File: config.mk
export PLATFORM = sky130hd
export DESIGN_NAME = pin_change_interrupt_dispatch_core
export DESIGN_NICKNAME = d
export VERILOG_FILES = /design/src/rtl/pcid_pkg.sv /design/src/rtl/pcid_ram.sv /design/src/rtl/pcid_obuf.sv /design/src/rtl/pcid_seq.sv /design/src/rtl/pin_change_interrupt_dispatch_core.sv
export SDC_FILE = /design/constraint.sdc
export NUM_CORES = 1
export LEC_CHECK = 0
export ABC_AREA = 1
export BUFFER_PORTS_ARGS = -buffer_cell sky130_fd_sc_hd__buf_2
export CORE_ASPECT_RATIO = 2
export CORE_MARGIN = 2
export CORE_UTILIZATION = 30
export CTS_CLUSTER_SIZE = 28
export DETAILED_ROUTE_END_ITERATION = 8
export PLACE_DENSITY = 0.52
export SYNTH_ARGS = -nofsm -noshare
export SYNTH_HDL_FRONTEND = slang
export SYNTH_HIERARCHICAL = 1
export SYNTH_SLANG_ARGS = --single-unit
File: constraint.sdc
create_clock -name clk -period 23.9 [get_ports clk]
set_input_delay 2.39 -clock clk [delete_from_list [all_inputs] [get_ports clk]]
set_output_delay 2.39 -clock clk [all_outputs]
set_load 0.01 [all_outputs]
File: src/rtl/pcid_pkg.sv
package pcid_pkg;

  // Field widths of one item and one result.
  localparam int PORT_W  = 2;
  localparam int LEVEL_W = 8;
  localparam int LINE_W  = 3;
  localparam int PIN_W   = 6;
  localparam int LINES   = 8;

  // One memory row per port: the stored levels in the low byte, then the pin
  // of each line, line 0 lowest.
  localparam int ROW_W   = LEVEL_W + LINES * PIN_W;

  // Command codes carried on the input user bit.
  localparam logic CMD_SAMPLE = 1'b0;
  localparam logic CMD_ATTACH = 1'b1;

  typedef enum logic [1:0] {
    KIND_EVENT  = 2'd0,
    KIND_ACCEPT = 2'd1,
    KIND_REJECT = 2'd2
  } kind_t;

  typedef enum logic [1:0] {
    ST_IDLE,
    ST_READ,
    ST_SCAN,
    ST_RESP
  } state_t;

  // One result as it travels from the sequencer to the output register.
  typedef struct packed {
    kind_t            kind;
    logic [PIN_W-1:0] pin;
    logic             obj;
    logic             last;
  } res_t;

endpackage

File: src/rtl/pcid_ram.sv
module pcid_ram #(
  parameter int WIDTH = 8,
  parameter int DEPTH = 4
) (
  input  logic                                   clk,
  input  logic                                   we,
  input  logic [(DEPTH > 1 ? $clog2(DEPTH) : 1)-1:0] waddr,
  input  logic [WIDTH-1:0]                       wdata,
  input  logic                                   re,
  input  logic [(DEPTH > 1 ? $clog2(DEPTH) : 1)-1:0] raddr,
  output logic [WIDTH-1:0]                       rdata
);

  logic [WIDTH-1:0] mem [DEPTH];

  // Single write port, registered read port.
  always_ff @(posedge clk) begin
    if (we) begin
      mem[waddr] <= wdata;
    end
    if (re) begin
      rdata <= mem[raddr];
    end
  end

endmodule

File: src/rtl/pcid_obuf.sv
module pcid_obuf
  import pcid_pkg::*;
(
  input  logic clk,
  input  logic rst_n,
  input  logic res_valid,
  output logic res_ready,
  input  res_t res,
  output logic out_valid,
  input  logic out_ready,
  output res_t out_res
);

  logic valid_r;
  res_t data_r;

  // The register takes a new result whenever it is empty or being drained.
  assign res_ready = !valid_r || out_ready;
  assign out_valid = valid_r;
  assign out_res   = data_r;

  always_ff @(posedge clk) begin
    if (!rst_n) begin
      valid_r <= 1'b0;
    end else if (res_ready) begin
      valid_r <= res_valid;
    end
  end

  always_ff @(posedge clk) begin
    if (res_ready && res_valid) begin
      data_r <= res;
    end
  end

endmodule

File: src/rtl/pcid_seq.sv
module pcid_seq
  import pcid_pkg::*;
#(
  parameter int NUM_PINS  = 32,
  parameter int NUM_PORTS = 3
) (
  input  logic                clk,
  input  logic                rst_n,
  // Input item
  input  logic                in_valid,
  output logic                in_ready,
  input  logic                command,
  input  logic [PORT_W-1:0]   port,
  input  logic [LEVEL_W-1:0]  value,
  input  logic [LINE_W-1:0]   line_bit,
  input  logic [PIN_W-1:0]    pin,
  input  logic                callback_kind,
  // Row memory
  output logic                ram_we,
  output logic [(NUM_PORTS > 1 ? $clog2(NUM_PORTS) : 1)-1:0] ram_waddr,
  output logic [ROW_W-1:0]    ram_wdata,
  output logic                ram_re,
  output logic [(NUM_PORTS > 1 ? $clog2(NUM_PORTS) : 1)-1:0] ram_raddr,
  input  logic [ROW_W-1:0]    ram_rdata,
  // Result
  output logic                res_valid,
  input  logic                res_ready,
  output res_t                res
);

  localparam int AW = (NUM_PORTS > 1) ? $clog2(NUM_PORTS) : 1;
  localparam int PW = (NUM_PINS > 1) ? $clog2(NUM_PINS) : 1;

  state_t                         state_r, state_nxt;
  logic                           cmd_r;
  logic [PORT_W-1:0]              port_r;
  logic [LEVEL_W-1:0]             value_r;
  logic [LINE_W-1:0]              line_r;
  logic [PIN_W-1:0]               pin_r;
  logic                           objk_r;
  kind_t                          kind_r, kind_nxt;
  logic [LINES-1:0]               pend_r, pend_nxt;
  logic [LINES*PIN_W-1:0]         pins_r, pins_nxt;
  logic [NUM_PORTS-1:0]           rv_r, rv_nxt;
  logic [NUM_PORTS-1:0][LINES-1:0] lv_r, lv_nxt;
  logic [NUM_PINS-1:0]            obj_r, obj_nxt;

  logic [AW-1:0]                  addr;
  logic                           port_ok;
  logic                           pin_ok;
  logic [LEVEL_W-1:0]             old_lvl;
  logic [LINES*PIN_W-1:0]         old_pins;
  logic [LINE_W-1:0]              pick;
  logic [PIN_W-1:0]               pick_pin;
  logic [LINES-1:0]               pend_rest;

  assign addr    = AW'(port_r);
  assign port_ok = (32'(port_r) < NUM_PORTS);
  assign pin_ok  = (32'(pin_r) < NUM_PINS);

  // An item is taken only when the previous one has delivered all results.
  assign in_ready  = (state_r == ST_IDLE);
  assign ram_re    = in_valid && in_ready;
  assign ram_raddr = AW'(port);

  // Rows never written read as zero levels; lines never bound are masked by lv_r.
  assign old_lvl  = rv_r[addr] ? ram_rdata[LEVEL_W-1:0] : '0;
  assign old_pins = ram_rdata[ROW_W-1:LEVEL_W];

  // Lowest pending line first.
  always_comb begin
    pick = '0;
    for (int i = LINES - 1; i >= 0; i--) begin
      if (pend_r[i]) begin
        pick = LINE_W'(i);
      end
    end
  end

  assign pick_pin  = pins_r[pick*PIN_W +: PIN_W];
  assign pend_rest = pend_r & (pend_r - LINES'(1));

  // Next state, memory write-back and result.
  always_comb begin
    state_nxt = state_r;
    kind_nxt  = kind_r;
    pend_nxt  = pend_r;
    pins_nxt  = pins_r;
    rv_nxt    = rv_r;
    lv_nxt    = lv_r;
    obj_nxt   = obj_r;
    ram_we    = 1'b0;
    ram_waddr = addr;
    ram_wdata = {old_pins, value_r};
    res_valid = 1'b0;
    res       = '{kind: kind_r, pin: pin_r, obj: 1'b0, last: 1'b1};

    case (state_r)
      ST_IDLE: begin
        if (in_valid) begin
          state_nxt = ST_READ;
        end
      end

      ST_READ: begin
        if (cmd_r == CMD_ATTACH) begin
          state_nxt = ST_RESP;
          if (port_ok && pin_ok) begin
            pins_nxt = old_pins;
            pins_nxt[line_r*PIN_W +: PIN_W] = pin_r;
            ram_we    = 1'b1;
            ram_wdata = {pins_nxt, value_r};
            rv_nxt[addr] = 1'b1;
            lv_nxt[addr][line_r] = 1'b1;
            obj_nxt[PW'(pin_r)] = objk_r;
            kind_nxt = KIND_ACCEPT;
          end else begin
            kind_nxt = KIND_REJECT;
          end
        end else if (port_ok) begin
          ram_we       = 1'b1;
          rv_nxt[addr] = 1'b1;
          pins_nxt     = old_pins;
          pend_nxt     = (old_lvl ^ value_r) & lv_r[addr];
          state_nxt    = (pend_nxt != '0) ? ST_SCAN : ST_IDLE;
        end else begin
          state_nxt = ST_IDLE;
        end
      end

      ST_RESP: begin
        res_valid = 1'b1;
        res.obj   = (kind_r == KIND_ACCEPT) ? objk_r : 1'b0;
        if (res_ready) begin
          state_nxt = ST_IDLE;
        end
      end

      ST_SCAN: begin
        res_valid = 1'b1;
        res.kind  = KIND_EVENT;
        res.pin   = pick_pin;
        res.obj   = obj_r[PW'(pick_pin)];
        res.last  = (pend_rest == '0);
        if (res_ready) begin
          pend_nxt = pend_rest;
          if (pend_rest == '0) begin
            state_nxt = ST_IDLE;
          end
        end
      end

      default: begin
        state_nxt = ST_IDLE;
      end
    endcase
  end

  // Control state.
  always_ff @(posedge clk) begin
    if (!rst_n) begin
      state_r <= ST_IDLE;
      rv_r    <= '0;
      lv_r    <= '0;
      obj_r   <= '0;
      pend_r  <= '0;
    end else begin
      state_r <= state_nxt;
      rv_r    <= rv_nxt;
      lv_r    <= lv_nxt;
      obj_r   <= obj_nxt;
      pend_r  <= pend_nxt;
    end
  end

  // Item and row payload.
  always_ff @(posedge clk) begin
    if (in_valid && in_ready) begin
      cmd_r   <= command;
      port_r  <= port;
      value_r <= value;
      line_r  <= line_bit;
      pin_r   <= pin;
      objk_r  <= callback_kind;
    end
    kind_r <= kind_nxt;
    pins_r <= pins_nxt;
  end

  // The row is written back only in the cycle after its read.
  assert property (@(posedge clk) disable iff (!rst_n) ram_we |-> state_r == ST_READ)
    else $error("row write outside the read-modify-write cycle");

  // Scanning always has at least one line left to report.
  assert property (@(posedge clk) disable iff (!rst_n) state_r == ST_SCAN |-> pend_r != '0)
    else $error("event scan with nothing pending");

  // Every event reports a pin below NUM_PINS.
  assert property (@(posedge clk) disable iff (!rst_n)
    res_valid && res.kind == KIND_EVENT |-> 32'(res.pin) < NUM_PINS)
    else $error("event for a pin out of range");

  // A scan starts only from the read cycle of a sample.
  assert property (@(posedge clk) disable iff (!rst_n)
    state_r == ST_SCAN && $past(state_r) != ST_SCAN |-> $past(cmd_r) == CMD_SAMPLE)
    else $error("event scan not started by a sample");

endmodule

File: src/rtl/pin_change_interrupt_dispatch_core.sv
// Channel  | Ports                         | Transfer contents
// ---------+-------------------------------+-----------------------------------------
// input    | in_tvalid in_tready in_tdata  | tuser: command; tdata: port, value,
//          | in_tuser                      |   line_bit, pin, callback_kind
// result   | out_tvalid out_tready         | tuser: kind; tlast: last;
//          | out_tdata out_tuser out_tlast |   tdata: event_pin, object_handler
//
// A sample is accepted, its row is read and written back, and its events
// leave one a cycle unless a result stalls; an attach is accepted, its row
// is read and updated when port and pin are valid, and one response leaves.
// Reset is synchronous and active low; it unbinds every line and zeros the
// stored levels at once through valid bits, with no clearing pass.
// A stalled result stops the event scan; the output register lets a new item
// in while the final result of the previous one waits.
module pin_change_interrupt_dispatch_core
  import pcid_pkg::*;
#(
  parameter int NUM_PINS  = 32,
  parameter int NUM_PORTS = 3
) (
  input  logic        clk,
  input  logic        rst_n,
  input  logic        in_tvalid,
  output logic        in_tready,
  input  logic [23:0] in_tdata,   // port[1:0], value[9:2], line_bit[12:10], pin[18:13],
                                  // callback_kind[19], zero fill [23:20]
  input  logic        in_tuser,   // command
  output logic        out_tvalid,
  input  logic        out_tready,
  output logic [7:0]  out_tdata,  // event_pin[5:0], object_handler[6], zero fill [7]
  output logic [1:0]  out_tuser,  // kind
  output logic        out_tlast
);

  localparam int AW = (NUM_PORTS > 1) ? $clog2(NUM_PORTS) : 1;

  logic             ram_we;
  logic [AW-1:0]    ram_waddr;
  logic [ROW_W-1:0] ram_wdata;
  logic             ram_re;
  logic [AW-1:0]    ram_raddr;
  logic [ROW_W-1:0] ram_rdata;
  logic             res_valid;
  logic             res_ready;
  res_t             res;
  res_t             out_res;

  // Per-port row: stored levels and the pin of each line.
  pcid_ram #(
    .WIDTH (ROW_W),
    .DEPTH (NUM_PORTS)
  ) u_ram (
    .clk   (clk),
    .we    (ram_we),
    .waddr (ram_waddr),
    .wdata (ram_wdata),
    .re    (ram_re),
    .raddr (ram_raddr),
    .rdata (ram_rdata)
  );

  // Read-modify-write sequencer and event scan.
  pcid_seq #(
    .NUM_PINS  (NUM_PINS),
    .NUM_PORTS (NUM_PORTS)
  ) u_seq (
    .clk           (clk),
    .rst_n         (rst_n),
    .in_valid      (in_tvalid),
    .in_ready      (in_tready),
    .command       (in_tuser),
    .port          (in_tdata[1:0]),
    .value         (in_tdata[9:2]),
    .line_bit      (in_tdata[12:10]),
    .pin           (in_tdata[18:13]),
    .callback_kind (in_tdata[19]),
    .ram_we        (ram_we),
    .ram_waddr     (ram_waddr),
    .ram_wdata     (ram_wdata),
    .ram_re        (ram_re),
    .ram_raddr     (ram_raddr),
    .ram_rdata     (ram_rdata),
    .res_valid     (res_valid),
    .res_ready     (res_ready),
    .res           (res)
  );

  // Output register.
  pcid_obuf u_obuf (
    .clk       (clk),
    .rst_n     (rst_n),
    .res_valid (res_valid),
    .res_ready (res_ready),
    .res       (res),
    .out_valid (out_tvalid),
    .out_ready (out_tready),
    .out_res   (out_res)
  );

  assign out_tdata = {1'b0, out_res.obj, out_res.pin};
  assign out_tuser = out_res.kind;
  assign out_tlast = out_res.last;

endmodule
# Yosys cells after proc, flatten, opt, wreduce, memory -nomap -nowiden
# Memory sizes are Yosys's and may differ from the RTL's. A register that Yosys moved wholly into a read port is not among the register bits.
# Cells that the tools add are included.
dict set report totals {
  reg_bits 151
  ramBits 168
  input_bits 29
  out_inout_bits 13
  elab_cells 129
  n_memories 1
}
dict set report op_classes {
  n_addsub 2
  multipliers 2
  n_lt_le_gt_ge 9
  eq_ne 11
  n_shift 3
  muxes 57
  n_bitwise 5
  reduce_logical 19
}
# name words width rd rd_clocked_by_memory_dff wr line_no
set memory_table {}
lappend memory_table {u_ram.mem 3 56 1 1 1 pcid_ram.sv:14} ;# logic [WIDTH-1:0] mem [DEPTH];
# op n
set ops {}
lappend ops {{2-to-1 mux 56 bit} 3}
lappend ops {{2-to-1 mux 48 bit} 3}
lappend ops {{bitwise mux 48 bit} 1}
lappend ops {{2-to-1 mux 8 bit} 6}
lappend ops {{variable shift 6 x 34 -> 48 bit (first input constant)} 1}
lappend ops {{variable part select 48 x 7 -> 6 bit} 1}
lappend ops {{variable part select 6 x 34 -> 48 bit} 1}
lappend ops {{negator 6 -> 34 bit} 1}
lappend ops {{2-to-1 mux 3 bit} 11}
lappend ops {{bitwise mux 32 bit} 1}
lappend ops {{bitwise OR 24 bit} 1}
lappend ops {{AND 8 bit} 2}
lappend ops {{binary-select mux 8 bit (select 2 bit)} 1}
lappend ops {{demux 8 bit (select 2 bit)} 1}
lappend ops {{2-to-1 mux 2 bit} 8}
lappend ops {{case mux 8 bit (2 select lines)} 1}
lappend ops {{2-to-1 mux 1 bit} 13}
lappend ops {{< comparator 5 x 6 -> 1 bit (second input constant)} 2}
lappend ops {{multiplier 3 x 2 -> 5 bit (second input constant)} 2}
lappend ops {{zero test 8 bit} 1}
lappend ops {{inequality test 2 x 1 -> 1 bit (second input constant)} 4}
lappend ops {{case mux 2 bit (4 select lines)} 1}
lappend ops {{AND reduction 4 bit} 2}
lappend ops {{nonzero test 8 bit} 1}
lappend ops {{other kinds (28)} 39}

# Longest topological paths before layout
dict set report logic_depth {
  depth_word 13
  depth_mapped 22
}

# Hierarchy
# The synthesis kept the hierarchy.
# module instances cells_each area_each_um2
set modules_own_cells {}
lappend modules_own_cells {pcid_seq 1 1257 8873.5}
lappend modules_own_cells {pcid_ram 1 647 8453.1}
lappend modules_own_cells {pcid_obuf 1 17 351.6}
lappend modules_own_cells {pin_change_interrupt_dispatch_core 1 2 11.3}

# Least setup slack after synthesis
# OpenSTA, ideal clock, no wires.
dict set report synth_path {
  path_type {register to register}
  from {register u_seq.port_r[1] (netlist: u_seq/ram_waddr[1])}
  to {memory u_ram/mem[1][0] (netlist name) (enable)}
  setup_ns 0.551
  t_arrival_ns 7.603
  t_required_ns 23.349
  slack_ns 15.746
  stages_incl_launch_ff 6
  cell_sequence {edfxtp_1 nand2_1 nand2_1 a21oi_1 inv_1 nor3b_1}
}
dict set report synth_via {
  elab_chain_len 7
  word_cells_on_any_way 8
  cone_classes {order compare (1); mux (6); reduce/logical (1)}
}
# item line_no
set synth_lines {}
lappend synth_lines {{start: declaration} pcid_seq.sv:36} ;# logic [PORT_W-1:0] port_r;
lappend synth_lines {{start signal: assignment} pcid_seq.sv:180} ;# port_r <= port;
lappend synth_lines {{< comparator 2 bit *} pcid_seq.sv:58} ;# assign port_ok = (32'(port_r) < NUM_PORTS);
lappend synth_lines {{logical AND 1 bit} pcid_seq.sv:108} ;# if (port_ok && pin_ok) begin
lappend synth_lines {{2-to-1 mux 1 bit} pcid_seq.sv:108}
lappend synth_lines {{2-to-1 mux 1 bit *} pcid_seq.sv:106} ;# if (cmd_r == CMD_ATTACH) begin
lappend synth_lines {{2-to-1 mux 1 bit *} pcid_seq.sv:98} ;# case (state_r)
lappend synth_lines {{via ram_we} pin_change_interrupt_dispatch_core.sv:37} ;# logic ram_we;
lappend synth_lines {{2-to-1 mux 1 bit *} pcid_ram.sv:18} ;# if (we) begin
lappend synth_lines {{2-to-1 mux 1 bit (not written as such) *} pcid_ram.sv:19} ;# mem[waddr] <= wdata;
lappend synth_lines {{end: declaration} pcid_ram.sv:14}
# Mark *: on every way through the listed nets, which the timed path passes. The rest lies on a longest branch.

# Worst setup path in the final report
dict set report layout_path {
  from {register u_seq.line_r[0]}
  to {memory u_ram/mem[0][34] (netlist name), data pin}
}
dict set report layout_via {
  elab_chain_len 7
  word_cells_on_any_way 8
  cone_classes {add/sub (1); mul (1); shift (2); mux (4)}
}
# item line_no
set layout_lines {}
lappend layout_lines {{start: declaration} pcid_seq.sv:38} ;# logic [LINE_W-1:0] line_r;
lappend layout_lines {{start signal: assignment} pcid_seq.sv:182} ;# line_r <= line_bit;
lappend layout_lines {{multiplier 3 x 2 -> 5 bit *} pcid_seq.sv:110} ;# pins_nxt[line_r*PIN_W +: PIN_W] = pin_r;
lappend layout_lines {{negator 6 -> 34 bit *} pcid_seq.sv:110}
lappend layout_lines {{variable part select 6 x 34 -> 48 bit / variable shift 6 x 34 -> 48 bit (equally long branches)} pcid_seq.sv:110}
lappend layout_lines {{bitwise mux 48 bit *} pcid_seq.sv:110}
lappend layout_lines {{2-to-1 mux 56 bit *} pcid_seq.sv:108}
lappend layout_lines {{2-to-1 mux 56 bit *} pcid_seq.sv:106}
lappend layout_lines {{2-to-1 mux 56 bit *} pcid_seq.sv:98}
lappend layout_lines {{via ram_wdata[34]} pin_change_interrupt_dispatch_core.sv:39} ;# logic [ROW_W-1:0] ram_wdata;
# Marks and branches as above.

==> impl_metrics.py <==
metrics = {
    "yosys": {
        "synth_nets": 1962,
        "netlist_area_um2": 17700,
        "syn_avg_cell_area_um2": 9.20,
        "yosysMostFrequentCell": "nand2_1",
        "synth_edf_count": 305,
        "synth_top_area_share_pct": 51.8,
        "synth_commonest_cells": "nand2_1, edfxtp_1, inv_1, o21ai_0, nand3_1",
        "netlist_instances": 1923,
        "yosysWarnings": 6,
        "seq_area_frac_synth_pct": 59.7,
        "ys_ff_latch": 375,
        "synth_area_leader_cell": "edfxtp_1",
        "async_flop_share_pct": 0,
        "synthFlopType": "edfxtp_1",
        "synth_area_leaders": "edfxtp_1, nand2_1, dfxtp_1",
        "ys_types": 61,
    },
    "layout": {
        "fin_nets": 1970,
        "nFillCells": 5973,
        "n_antenna_cell": 0,
        "area_growth_pct": 11.5,
        "final_core_util_pct": 33.9,
        "drive_gt1_share_pct": 8.49,
        "instances_no_fill": 2718,
        "final_cell_area_um2": 19700,
    },
    "sta": {
        "tightestPinTransition_ns": 1.01,
        "fmax_mhz": 210,
        "fin_setup_tns_ns": 0,
        "setup_violations": 0,
        "skew_ns": 0.0175,
        "rsz0062_at_grt": "false",
        "finalHoldViolations": 0,
        "fin_crit_sh_pct": 19.9,
        "setup_ws_ns": 19.15,
        "slew-limit-headroom_pct": 32.7,
        "fin_crit_ns": 4.75,
        "finalMaxSlewViolations": 0,
    },
    "setup_path": {
        "ff2ff_path_depth": 14,
        "worst-endpoint-required_ns": 24.19,
        "cp_max_fo": 18,
        "critPathCaptureType": "flip-flop",
        "arrival_ns": 5.05,
        "reg2reg_slack_ns": 19.15,
        "crit_type": "reg2reg",
        "r2r_start": "u_seq/line_r[0]",
        "worst_r2r_endpoint": "u_ram/mem[0][34]",
        "cp-start-kind": "flip-flop",
    },
    "clocking": {
        "clk_pin_slew_ns": 0.07,
        "cts_tree": "done",
        "cts_max_level": 2,
        "cts_inserted_buffers": 36,
        "cts_resized": 0,
        "clockRootBuffer": "clkbuf_16",
        "postCtsSetupRepairBufs": 0,
        "clockBufferDepth": 3,
        "holdBufCountCts": 0,
        "cts.sinks": 375,
        "clk_latency_ns": 0.54,
    },
    "min_path": {
        "hold_path_startpoint": "u_seq/obj_r[14]",
        "hold_end": "u_seq/obj_r[14]",
        "min_path_type": "reg2reg",
        "hold_depth": 2,
    },
    "routing": {
        "route.detailed.drc": 0,
        "dr.pass1.iters": 6,
        "vias": 13200,
        "antenna_left": 0,
        "routedWlPerCell_um": 18.5,
        "avgViaCountPerCell": 4.86,
        "wl_um": 50200,
        "drtIter0Drc": 1026,
    },
    "run_status": {
        "outcome": "completed",
    },
    "pwr": {
        "p_int_w": 0.00131,
        "power_frac_seq_pct": 41.2,
        "pwr_density_cell_nw_per_um2": 107,
        "pwr-share-clk_pct": 27.3,
        "netSwitchingPower_w": 0.000799,
        "p_comb_share_pct": 31.5,
        "p_sw_share_pct": 37.8,
        "ir_worst_vdd_mv": 0.0451,
        "power.leakage_nw": 7.76,
    },
    "die": {
        "die-area_um2": 61000,
        "die_h_um": 347,
        "initial_core_util_pct": 30.4,
        "num_rows": 125,
        "fp.coreArea_um2": 58200,
        "boundaryPins": 42,
        "chipWidth_um": 176,
    },
    "placed_design": {
        "place_congestion": 0.888,
        "dpl_cell_area_um2": 18600,
        "hpwl_um": 33600,
        "post-place-cells": 2655,
        "place_ws_ns": 19.18,
        "io_buffers": 36,
    },
    "grt": {
        "grt_overflow": 0,
        "grt_first_pass_wirelength_um": 76400,
        "antenna_found_initial": 0,
        "grt_max_degree": 91,
        "grt_pass1_vias": 13200,
        "grt_usage_pct": 16.5,
    },
    "flow_run": {
        "maxCapViolations": 0,
    },
}
[worst max-delay path, cell delays in order, from the launching register on]
cell and delay, ns:
edfxtp_1 0.74, ha_1 0.44, fa_1 0.43, xor2_2 0.27, inv_1 0.06, nand2_1 0.10
inv_2 0.06, ha_1 0.27, buf_4 0.22, inv_1 0.33, nor3_4 0.57, inv_4 0.15
nor2_1 0.32, o21ai_0 0.15, o21ai_0 0.38
[power by group through the flow]
stage / Sequential, W / Clock (W) / Combinational, W
finish: 0.000871 / 0.000577 / 0.000665
global placement: 0.000883 / 0 / 0.000658
detailed placement: 0.000885 / 0 / 0.000660
global route: 0.000877 / 0.000617 / 0.000732
CTS: 0.000871 / 0.000594 / 0.000662
floorplan: 0.000866 / 0 / 0.000461
[registers in the layout (all words and copies together) (netlist names), 2 cells and up]
register / cells
u_seq/line_r: 3
u_seq/rv_r: 3
u_seq/lv_r: 24
u_seq/state_r: 2
u_seq/pin_r: 6
u_seq/pend_r: 8
u_seq/obj_r: 32
u_obuf/out_res: 10
u_seq/kind_r: 2
u_ram/mem: 168
u_ram/rdata: 56
u_seq/pins_r: 48
u_seq/value_r: 8
u_seq/ram_waddr: 2
[per-stage QoR]
step / total power, W / hold WS, ns
floorplan: 0.00133 / 0.424
global placement: 0.00154 / 0.433
detailed placement: 0.00154 / 0.437
CTS: 0.00213 / 0.447
global route: 0.00223 / 0.468
finish: 0.00211 / 0.446
[layer usage]
layer / part of all wire, % / vias to the layer above / track usage, %
met1: 36 / 6326 / 16.5
met4: 5.9 / 0 / 9.75
met5: 0 / - / 0
li1: - / 6407 / -
met3: 3.4 / 134 / 1.88
met2: 54 / 356 / 32.0
[cell usage in the layout (no fill, tap or decap), types with 3 or more instances in the layout]
| cell | count |
|---|---|
| a21o_1 | 5 |
| a21oi_1 | 81 |
| a221oi_1 | 3 |
| a311oi_1 | 8 |
| a31oi_1 | 3 |
| buf_2 | 36 |
| buf_4 | 16 |
| bufinv_16 | 4 |
| clkbuf_1 | 4 |
| clkbuf_16 | 37 |
| clkinv_1 | 9 |
| clkinv_2 | 8 |
| dfxtp_1 | 70 |
| edfxtp_1 | 305 |
| ha_1 | 9 |
| inv_1 | 265 |
| inv_2 | 13 |
| inv_4 | 3 |
| mux2i_1 | 6 |
| nand2_1 | 502 |
| nand2_2 | 4 |
| nand2_4 | 3 |
| nand3_1 | 146 |
| nand3_2 | 3 |
| nand3b_1 | 8 |
| nand4_1 | 6 |
| nor2_1 | 123 |
| nor2_2 | 5 |
| nor2_4 | 5 |
| nor3_1 | 11 |
| o211a_1 | 6 |
| o211ai_1 | 5 |
| o21ai_0 | 165 |
| o21ai_1 | 23 |
| o21ai_2 | 6 |
| o221a_2 | 4 |
| o221ai_1 | 8 |
| o22ai_1 | 6 |
[final cells by class]
cell class	count	area, µm²	share of cell area [%]
Sequential cell	375	10600	53.5
Multi-Input combinational cell	1184	5690	28.8
Inverter	282	1060	5.39
Tap cell	762	953	4.83
Clock buffer	42	948	4.81
Timing Repair Buffer	52	300	1.52
Clock inverter	21	209	1.06
[kinds of logic (layout without fill, tap and decap cells)]
kind of cell	after synthesis	count (layout)	share of synthesized area (%)
compound gates	342	342	11.2
buf+inv	364	397	8.38
simple gates	823	823	19.5
other cells	1	1	0.0212
flops	375	375	59.7
fa+ha+maj	10	10	0.750
xor+xnor	1	1	0.0920
mux	7	7	0.403
[how the worst max path moves through the flow]
stage                  startpoint                to  cells after the start
2_1_floorplan  u_seq/ram_waddr[1]   u_ram/mem[1][0]                      5
4_1_cts           u_seq/line_r[0]  u_ram/mem[0][34]                     14
5_1_grt           u_seq/line_r[0]  u_ram/mem[0][34]                     14
6_report          u_seq/line_r[0]  u_ram/mem[0][34]                     14
3_3_place_gp      u_seq/line_r[0]  u_ram/mem[0][34]                     14
3_5_place_dp      u_seq/line_r[0]  u_ram/mem[1][34]                     14
Note: power is estimated with default switching activity, not from simulation.
